$ cat src/rtl/l3bs_pkg.sv
// ----------------------------------------------------------------------------
// l3bs_pkg
// Shared types and constants for the L3 bus byte serialiser.
// ----------------------------------------------------------------------------
package l3bs_pkg;

    localparam int BITS_PER_TRANSFER = 8;
    localparam int BIT_CNT_W         = $clog2(BITS_PER_TRANSFER);

    localparam logic [BIT_CNT_W-1:0] BIT_CNT_LAST = BIT_CNT_W'(BITS_PER_TRANSFER - 1);

    // Transfer kinds carried in op
    localparam logic OP_ADDRESS = 1'b0;
    localparam logic OP_DATA    = 1'b1;

    // Pin-state sequencer
    typedef enum logic [2:0] {
        ST_IDLE,
        ST_HALT,
        ST_START,
        ST_BIT_LO,
        ST_BIT_HI,
        ST_STOP
    } seq_state_t;

    // One pin state as it leaves the sequencer
    typedef struct packed {
        logic pin_mode;
        logic pin_clock;
        logic pin_data;
        logic last_state;
    } pin_state_t;

endpackage

$ cat src/rtl/l3_bus_byte_serializer_unit.sv
// ----------------------------------------------------------------------------
// l3_bus_byte_serializer_unit
// L3 bus master transmitter: turns one byte request into the sequence of
// mode/clock/data pin states that sends it, one pin state per transaction.
// ----------------------------------------------------------------------------
//
//  Channel  Handshake            Payload
//  -------  -------------------  ------------------------------------------
//  input    in_valid / in_stall  op, byte_value, halt_first
//  output   out_valid/ out_stall pin_mode, pin_clock, pin_data, last_state
//
//  An address byte gives 18 pin states, a data byte 18 or 19 (halt state).
//  One pin state leaves per cycle while the output is not stalled. A byte
//  is accepted only in idle, so the next one waits until the stop state
//  has gone out; the sequencer walks the byte one bit a step.
//  in_stall is high whenever the sequencer is busy; a stall on the output
//  holds the sequencer in place and the output register keeps its state.
//  Reset clears the sequencer and the output valid flag; no clearing pass.
//
module l3_bus_byte_serializer_unit
    import l3bs_pkg::*;
(
    input  logic clk,
    input  logic rst_n,

    input  logic       in_valid,
    output logic       in_stall,
    input  logic       op,
    input  logic [7:0] byte_value,
    input  logic       halt_first,

    output logic out_valid,
    input  logic out_stall,
    output logic pin_mode,
    output logic pin_clock,
    output logic pin_data,
    output logic last_state
);

    // Sequencer state
    seq_state_t           state_reg, state_next;
    logic [7:0]           shift_reg, shift_next;
    logic [BIT_CNT_W-1:0] bit_cnt_reg, bit_cnt_next;
    logic                 kind_reg, kind_next;

    // Output register
    logic       out_valid_reg, out_valid_next;
    pin_state_t out_reg, out_next;

    // Current pin state and handshake terms
    pin_state_t cur_pins;
    logic       in_accept;
    logic       advance;

    assign in_stall  = (state_reg != ST_IDLE);
    assign in_accept = in_valid && !in_stall;

    // Advance whenever there is a pin state to emit and room in the output stage
    assign advance = (state_reg != ST_IDLE) && (!out_valid_reg || !out_stall);

    // Next-state logic
    always_comb
    begin
        state_next = state_reg;
        unique case (state_reg)
            ST_IDLE:
            begin
                if (in_accept)
                begin
                    if (op == OP_DATA && halt_first)
                        state_next = ST_HALT;
                    else
                        state_next = ST_START;
                end
            end
            ST_HALT:
            begin
                if (advance)
                    state_next = ST_START;
            end
            ST_START:
            begin
                if (advance)
                    state_next = ST_BIT_LO;
            end
            ST_BIT_LO:
            begin
                if (advance)
                    state_next = ST_BIT_HI;
            end
            ST_BIT_HI:
            begin
                if (advance)
                    state_next = (bit_cnt_reg == BIT_CNT_LAST) ? ST_STOP : ST_BIT_LO;
            end
            ST_STOP:
            begin
                if (advance)
                    state_next = ST_IDLE;
            end
            default:
            begin
                state_next = ST_IDLE;
            end
        endcase
    end

    // Output logic: pin levels for the current state, datapath updates
    always_comb
    begin
        cur_pins     = '0;
        shift_next   = shift_reg;
        bit_cnt_next = bit_cnt_reg;
        kind_next    = kind_reg;

        unique case (state_reg)
            ST_IDLE:
            begin
                // Latch the request; the first pin state goes out from the halt or start state that follows
                if (in_accept)
                begin
                    shift_next   = byte_value;
                    kind_next    = op;
                    bit_cnt_next = '0;
                end
            end
            ST_HALT:
            begin
                cur_pins = '{pin_mode: 1'b0, pin_clock: 1'b1, pin_data: 1'b0, last_state: 1'b0};
            end
            ST_START:
            begin
                cur_pins = '{pin_mode: kind_reg, pin_clock: 1'b1, pin_data: 1'b0,
                             last_state: 1'b0};
            end
            ST_BIT_LO:
            begin
                cur_pins = '{pin_mode: kind_reg, pin_clock: 1'b0, pin_data: shift_reg[0],
                             last_state: 1'b0};
            end
            ST_BIT_HI:
            begin
                cur_pins = '{pin_mode: kind_reg, pin_clock: 1'b1, pin_data: shift_reg[0],
                             last_state: 1'b0};
                // Drop the sent bit once the high phase has gone out
                if (advance)
                begin
                    shift_next   = {1'b0, shift_reg[7:1]};
                    bit_cnt_next = bit_cnt_reg + 1'b1;
                end
            end
            ST_STOP:
            begin
                cur_pins = '{pin_mode: 1'b1, pin_clock: 1'b1, pin_data: 1'b0, last_state: 1'b1};
            end
            default:
            begin
                cur_pins = '0;
            end
        endcase
    end

    // Output stage: load on advance, clear when taken with nothing behind it
    always_comb
    begin
        out_valid_next = out_valid_reg;
        out_next       = out_reg;
        priority if (advance)
        begin
            out_valid_next = 1'b1;
            out_next       = cur_pins;
        end
        else if (out_valid_reg && !out_stall)
        begin
            out_valid_next = 1'b0;
        end
    end

    // Control registers
    always_ff @(posedge clk or negedge rst_n)
    begin
        if (!rst_n)
        begin
            state_reg     <= ST_IDLE;
            bit_cnt_reg   <= '0;
            kind_reg      <= 1'b0;
            out_valid_reg <= 1'b0;
        end
        else
        begin
            state_reg     <= state_next;
            bit_cnt_reg   <= bit_cnt_next;
            kind_reg      <= kind_next;
            out_valid_reg <= out_valid_next;
        end
    end

    // Payload registers
    always_ff @(posedge clk)
    begin
        shift_reg <= shift_next;
        out_reg   <= out_next;
    end

    assign out_valid  = out_valid_reg;
    assign pin_mode   = out_reg.pin_mode;
    assign pin_clock  = out_reg.pin_clock;
    assign pin_data   = out_reg.pin_data;
    assign last_state = out_reg.last_state;

endmodule
$ cat config.mk
export PLATFORM = sky130hd
export DESIGN_NAME = l3_bus_byte_serializer_unit
export DESIGN_NICKNAME = d
export VERILOG_FILES = /design/src/rtl/l3bs_pkg.sv /design/src/rtl/l3_bus_byte_serializer_unit.sv
export SDC_FILE = /design/constraint.sdc
export NUM_CORES = 1
export LEC_CHECK = 0
export BUFFER_PORTS_ARGS = -buffer_cell sky130_fd_sc_hd__clkbuf_2
export CAP_MARGIN = 10
export CORE_ASPECT_RATIO = 1.2
export CORE_MARGIN = 4
export CORE_UTILIZATION = 50
export DETAILED_ROUTE_END_ITERATION = 10
export PLACE_DENSITY = 0.71
export SETUP_SLACK_MARGIN = 0.15
export SLEW_MARGIN = 30
export SYNTH_ARGS = -nofsm -noshare
export SYNTH_HDL_FRONTEND = slang
export SYNTH_SLANG_ARGS = --single-unit
$ cat constraint.sdc
create_clock -name clk -period 3.5 [get_ports clk]
set_input_delay 0.7 -clock clk [delete_from_list [all_inputs] [get_ports clk]]
set_output_delay 0.7 -clock clk [all_outputs]
set_load 0.005 [all_outputs]
==> flow_metrics.tcl, run 1 <==
set metrics [dict create \
    outcome "finished, final reports clean" \
    slowest_stage "dfrtp_1" \
    die-area_um2 2790 \
    cts_buffer_depth 2 \
    path_delay_family "flip-flops" \
    postCtsSetupRepairBufs 0 \
    largest_reg_flops 8 \
    min_period_ps 2150 \
    synth.avg_cell_area_um2 13.0 \
    finalSetupTns_ps 0 \
    clock_skew_ps 5.69 \
    maxCapViolations 0 \
    synthXorXnorAreaFrac_pct 0 \
    final_nets 113 \
    final_cell_count_no_fill 115 \
    max_stage_delay_ps 600 \
    synth_edf_count 12 \
    wl_um 1510 \
    globalplace.congestion 0.710 \
    antenna_found_initial 0 \
    setup_viol 0 \
    crit_path_end_kind "output pin" \
    synth_top_family_by_area "simple AND/OR/NAND/NOR gates" \
    yosysMostFrequentCell "edfxtp_1" \
    rsz0062_at_grt "no" \
    dieWidth_um 48.9 \
    numCtsBuffers 3 \
    crit_arrival_ps 1450 \
    synth_simple_gate_area_share_pct 14.6 \
    dp.cells 111 \
    first_pass_iters 4 \
    multi_input_area_um2 389 \
    total_leakage_power_nw 0.449 \
    synth_area_leaders "edfxtp_1 36%, dfrtp_1 20%, mux2_2 9.0%" \
    clk_latency_ps 300 \
    synth_ff_type "edfxtp_1" \
    r2r_start "state_reg[2]" \
    overflow 0 \
    root_buffer "clkbuf_4" \
    routed-via-count 635 \
    routedWlPerCell_um 13.2 \
    layout-drive-gt1-share_pct 37.5 \
    grt_usage_pct 12.9 \
    power_density_nw_per_um2 762 \
    relSlewSlack_pct 52.4 \
    synth_compound_area_share_pct 11.7 \
    area_growth_pct 10.6 \
    fin_crit_sh_pct 61.3 \
    async_flop_share_pct 40.0 \
    clk_pin_slew_ps 110 \
    clock-sinks 20 \
    min_path_type "in2async" \
    io_buffer_count 19 \
    drc 0 \
    drt_iter0_markers 3 \
    synthAdderAreaFrac_pct 2.49 \
    initial_core_util_pct 53.6 \
    core-area_um2 1870 \
    required_ps 2800 \
    ys_seq_elements 20 \
    crit_buf_inv 2 \
    grt_pass1_vias 645 \
    h-tree-depth 1 \
    yosysUniqueCellTypes 30 \
    crit_start "state_reg[0]" \
    fmax_mhz 466 \
    seq_area_um2 561 \
    post_cts_resized 0 \
    peakVddDrop_mv 0.589 \
    synth_top_area_share_pct 35.9 \
    antenna_cells 0 \
    dp_hpwl_um 1130 \
    cts_tree "done" \
    criticalPathCategory "reg2out" \
    yosysTopAreaCell "edfxtp_1" \
    viasPerCell 5.52 \
    fillCellCount 163 \
    hold_violations 0 \
    ys.warnings.count 0 \
    rows 17 \
    netlist_area_um2 1000 \
    power_mw 0.845 \
    netlist_instances 77 \
    grt_pass1_wl_um 2840 \
    maxSlewViolCount 0 \
    max_slew.worst_pin.slew_ps 714 \
    synth_commonest_cells "12 x edfxtp_1, 8 x dfrtp_1, 8 x mux2_2, 6 x nor2_1" \
    critPathMaxFanout 13 \
    ios 20 \
    cts-hold-fix-buffers 0 \
    cp_cell_sequence "nor3_4 > inv_1 > clkbuf_2" \
    die_h_um 57.1 \
    cp-start-kind "register" \
    synth.area.mux_share_pct 9.98 \
    ant_nets 0 \
    ys_seq_area_share_pct 55.9 \
    grt_max_degree 14 \
    syn_nets 93 \
]
==> routing by layer <==
layer,share of wire [%],vias up,wire length (µm),track usage (%)
met5,0,-,0,0
met4,1.7,0,25,5.77
met3,4.6,4,69,4.44
met2,48,12,727,20.9
met1,46,294,692,15.6
li1,-,325,-,-
==> where the power goes <==
group | total (mW) | internal, mW | leakage [nW] | switching, mW
Sequential | 0.459 | 0.353 | 0.213 | 0.106
Clock | 0.111 | 0.0444 | 0.0150 | 0.0663
Combinational | 0.276 | 0.140 | 0.221 | 0.136
==> logic make-up after synthesis <==
kind of cell,after synthesis
simple gates,24
flops,20
compound gates,14
mux,9
buf+inv,8
fa+ha+maj,2
==> path summary, 6_finish.rpt <==
| check | end | slack, ps | depth (start not counted) |
|---|---|---|---|
| worst min-delay path | out_valid | 230 | 1 |
| min in group clk | bit_cnt_reg[0] | 490 | 1 |
| worst min register to register | bit_cnt_reg[0] | 490 | 1 |
| max in group asynchronous | bit_cnt_reg[2] | 3090 | 1 |
| worst max register to register | shift_reg[6] | 1580 | 2 |
| worst max-delay path | in_stall | 1350 | 3 |
==> cell usage in the layout (no fill, tap or decap), drive strengths merged <==
master / count
clkbuf: 23
edfxtp: 12
mux2: 8
dfrtp: 8
nor2: 7
inv: 4
nand2: 4
o21ai: 4
nor2b: 3
a21oi: 2
nand3: 2
nand4: 2
ha: 2
nor3: 1
nor3b: 1
nand2b: 1
o21a: 1
and2: 1
a2111oi: 1
mux2i: 1
o21bai: 1
o31ai: 1
a31oi: 1
nor4: 1
a221o: 1
and3: 1
o32ai: 1
a221oi: 1
==> final cells by class <==
type                    count  share of cell area (%)
flip-flops and latches     20                    50.5
repair buffers             19                    8.57
clock buffers               4                    2.37
inverters                   4                    1.35
well taps                  19                    2.14
multi-input cells          49                    35.1
==> stage by stage <==
step / setup slack [ps] / area (µm²) / utilization (%) / hold WS [ps]
floorplan: 1510 / 1000 / - / 404
global placement: 1370 / 1080 / 57.9 / 468
detailed placement: 1350 / 1080 / 57.9 / 482
CTS: 1340 / 1110 / 59.3 / 232
global route: 1240 / 1110 / 59.3 / 215
finish: 1350 / 1110 / 59.3 / 228
Note: power is estimated with default switching activity, not from simulation.
==> run 2: changes to the inputs <==
- ABC_AREA: unset -> 1
- CORE_UTILIZATION: 50 -> 48
- PLACE_DENSITY: 0.71 -> 0.7
- clock period: 3.5 -> 1.85 ns (I/O delays scaled with it)
==> run 2 against run 1 <==
  * Worst hold slack improved by 100 ps
  * Highest routed layer unchanged
  * Core utilization decreased by 1.9 points
  * Sequential power increased by 75%
  * Register-to-register slack got worse by 1200 ps
  * Clock power increased by 82%
  * Sequential share of layout area decreased by 3.3 points
  * Synthesized cell count increased by 43%
  * Combinational power increased by 140%
  * Critical path type unchanged
  * Total power increased by 98%
==> flow_metrics.tcl, run 2 <==
set metrics [dict create \
    outcome "finished, final reports clean" \
    ys.warnings.count 0 \
    synth_commonest_cells "40 x nand2_1, 14 x nand3_1, 12 x edfxtp_1, 8 x dfrtp_1" \
    min_period_ps 1600 \
    cts_tree "done" \
    peakVddDrop_mv 0.663 \
    async_flop_share_pct 40.0 \
    maxCapViolations 0 \
    yosysUniqueCellTypes 21 \
    synth.avg_cell_area_um2 9.58 \
    dp_hpwl_um 1430 \
    relSlewSlack_pct 70.3 \
    routed-via-count 781 \
    power_mw 1.67 \
    io_buffer_count 19 \
    viasPerCell 4.85 \
    layout-drive-gt1-share_pct 29.8 \
    drc 0 \
    dp_slack_ps 392 \
    largest_reg_flops 8 \
    total_leakage_power_nw 0.587 \
    hold_violations 0 \
    fillCellCount 201 \
    crit_path_end_kind "output pin" \
    min_path_type "in2reg" \
    clock-sinks 20 \
    fin_util_pct 57.4 \
    rows 18 \
    clk_pin_slew_ps 100 \
    power_density_nw_per_um2 1410 \
    max_slew.worst_pin.slew_ps 445 \
    area_growth_pct 12.8 \
    seq_area_um2 561 \
    postCtsSetupRepairBufs 0 \
    overflow 0 \
    dp.cells 156 \
    first_pass_iters 4 \
    grt_usage_pct 14.1 \
    h-tree-depth 1 \
    netlist_instances 110 \
    routedWlPerCell_um 11.4 \
    most-common-layout-cells "40 x nand2_1, 19 x clkbuf_2, 14 x nand3_1, 12 x edfxtp_1, 8 x dfrtp_1" \
    crit_arrival_ps 1230 \
    fmax_mhz 627 \
    antenna_found_initial 0 \
    yosysTopAreaCell "edfxtp_1" \
    drt_iter0_markers 19 \
    layout_setup_ws_ps 254 \
    mostFrequentLayoutCell "nand2_1" \
    die-area_um2 3010 \
    die_h_um 59.3 \
    ios 20 \
    yosysMostFrequentCell "nand2_1" \
    maxSlewViolCount 0 \
    final_cell_count_no_fill 161 \
    finalInstanceArea_um2 1190 \
    clk_latency_ps 290 \
    final_nets 148 \
    synth_top_area_share_pct 34.2 \
    rsz0062_at_grt "no" \
    core-area_um2 2070 \
    required_ps 1480 \
    numCtsBuffers 3 \
    grt_pass1_wl_um 3170 \
    criticalPathCategory "reg2out" \
    ant_nets 0 \
    setup_viol 0 \
    initial_core_util_pct 50.8 \
    synth_edf_count 12 \
    finalSetupTns_ps 0 \
    grt_max_degree 12 \
    postPlaceCellArea_um2 1150 \
    fin_crit_sh_pct 86.2 \
    cp-start-kind "register" \
    post_cts_resized 0 \
    antenna_cells 0 \
    netlist_area_um2 1050 \
    holdWs_ps 329 \
    ys_seq_elements 20 \
    ys_seq_area_share_pct 53.2 \
    cts_buffer_depth 2 \
    synth_area_leaders "edfxtp_1 34%, dfrtp_1 19%, nand2_1 14%" \
    critPathMaxFanout 10 \
    clock_skew_ps 0.645 \
    dieWidth_um 50.8 \
    globalplace.congestion 0.946 \
    root_buffer "clkbuf_4" \
    syn_nets 126 \
    wl_um 1830 \
    multi_input_area_um2 422 \
    synth_ff_type "edfxtp_1" \
    grt_pass1_vias 772 \
]
run 2: cell count changes after synthesis, sizes merged, moves of 3 or more:
cell and delta:
nand2 +43, nor2b -3, mux2 -7, nand3 +14
inv +4
run 2: cells by family (layout without fill, tap and decap cells):
kind of cell / count (synthesis) / in the layout / share of synthesized area [%]
buffers and inverters: 12 / 33 / 6.77
AO/OA/AOI/OAI: 6 / 6 / 3.09
AND/OR/NAND/NOR: 69 / 69 / 33.1
flip-flops: 20 / 20 / 53.2
multiplexers: 1 / 1 / 1.42
adder cells (fa/ha/maj): 2 / 2 / 2.37
run 2: repair_timing:
item | 4_1_cts | 5_1_grt
hold buffers | 1 | 0
hold endpoints to repair | 8 | 0
setup endpoints to repair | 0 | 0
run 2: worst max-delay path, cell delays in order (launching register included):
cell	delay, ps
dfrtp_1	550
nor2_8	200
nand2_4	70
clkbuf_2	110
run 2: cell type report:
| class | count | area share [%] |
|---|---|---|
| Tap cell | 30 | 3.16 |
| Clock inverter | 1 | 0.316 |
| Inverter | 8 | 2.53 |
| Timing Repair Buffer | 21 | 9.47 |
| Sequential cell | 20 | 47.2 |
| Clock buffer | 3 | 1.89 |
| Multi-Input combinational cell | 78 | 35.5 |
run 2: metal layers:
metal / wire length (µm) / vias up / global-route usage (%)
met1: 791 / 357 / 16.0
met4: 57 / 0 / 8.85
met3: 61 / 6 / 2.27
met2: 921 / 16 / 24.6
li1: - / 402 / -
met5: 0 / - / 0
run 2: final timing paths:
check                        startpoint           end  slack [ps]  cells after the start
min                                  op      kind_reg         330                      2
min in group asynchronous         rst_n     out_valid         450                      2
max in group asynchronous         rst_n  state_reg[2]        1210                      2
max reg2reg                state_reg[0]  shift_reg[2]         380                      5
max                        state_reg[1]      in_stall         250                      3
min reg2reg                shift_reg[7]  shift_reg[6]         530                      2
run 2: where the power goes:
group,switching [mW],total [mW],internal [mW]
sequential,0.128,0.805,0.677
clock,0.124,0.202,0.0784
combinational,0.407,0.666,0.259
total,0.658,1.67,1.01
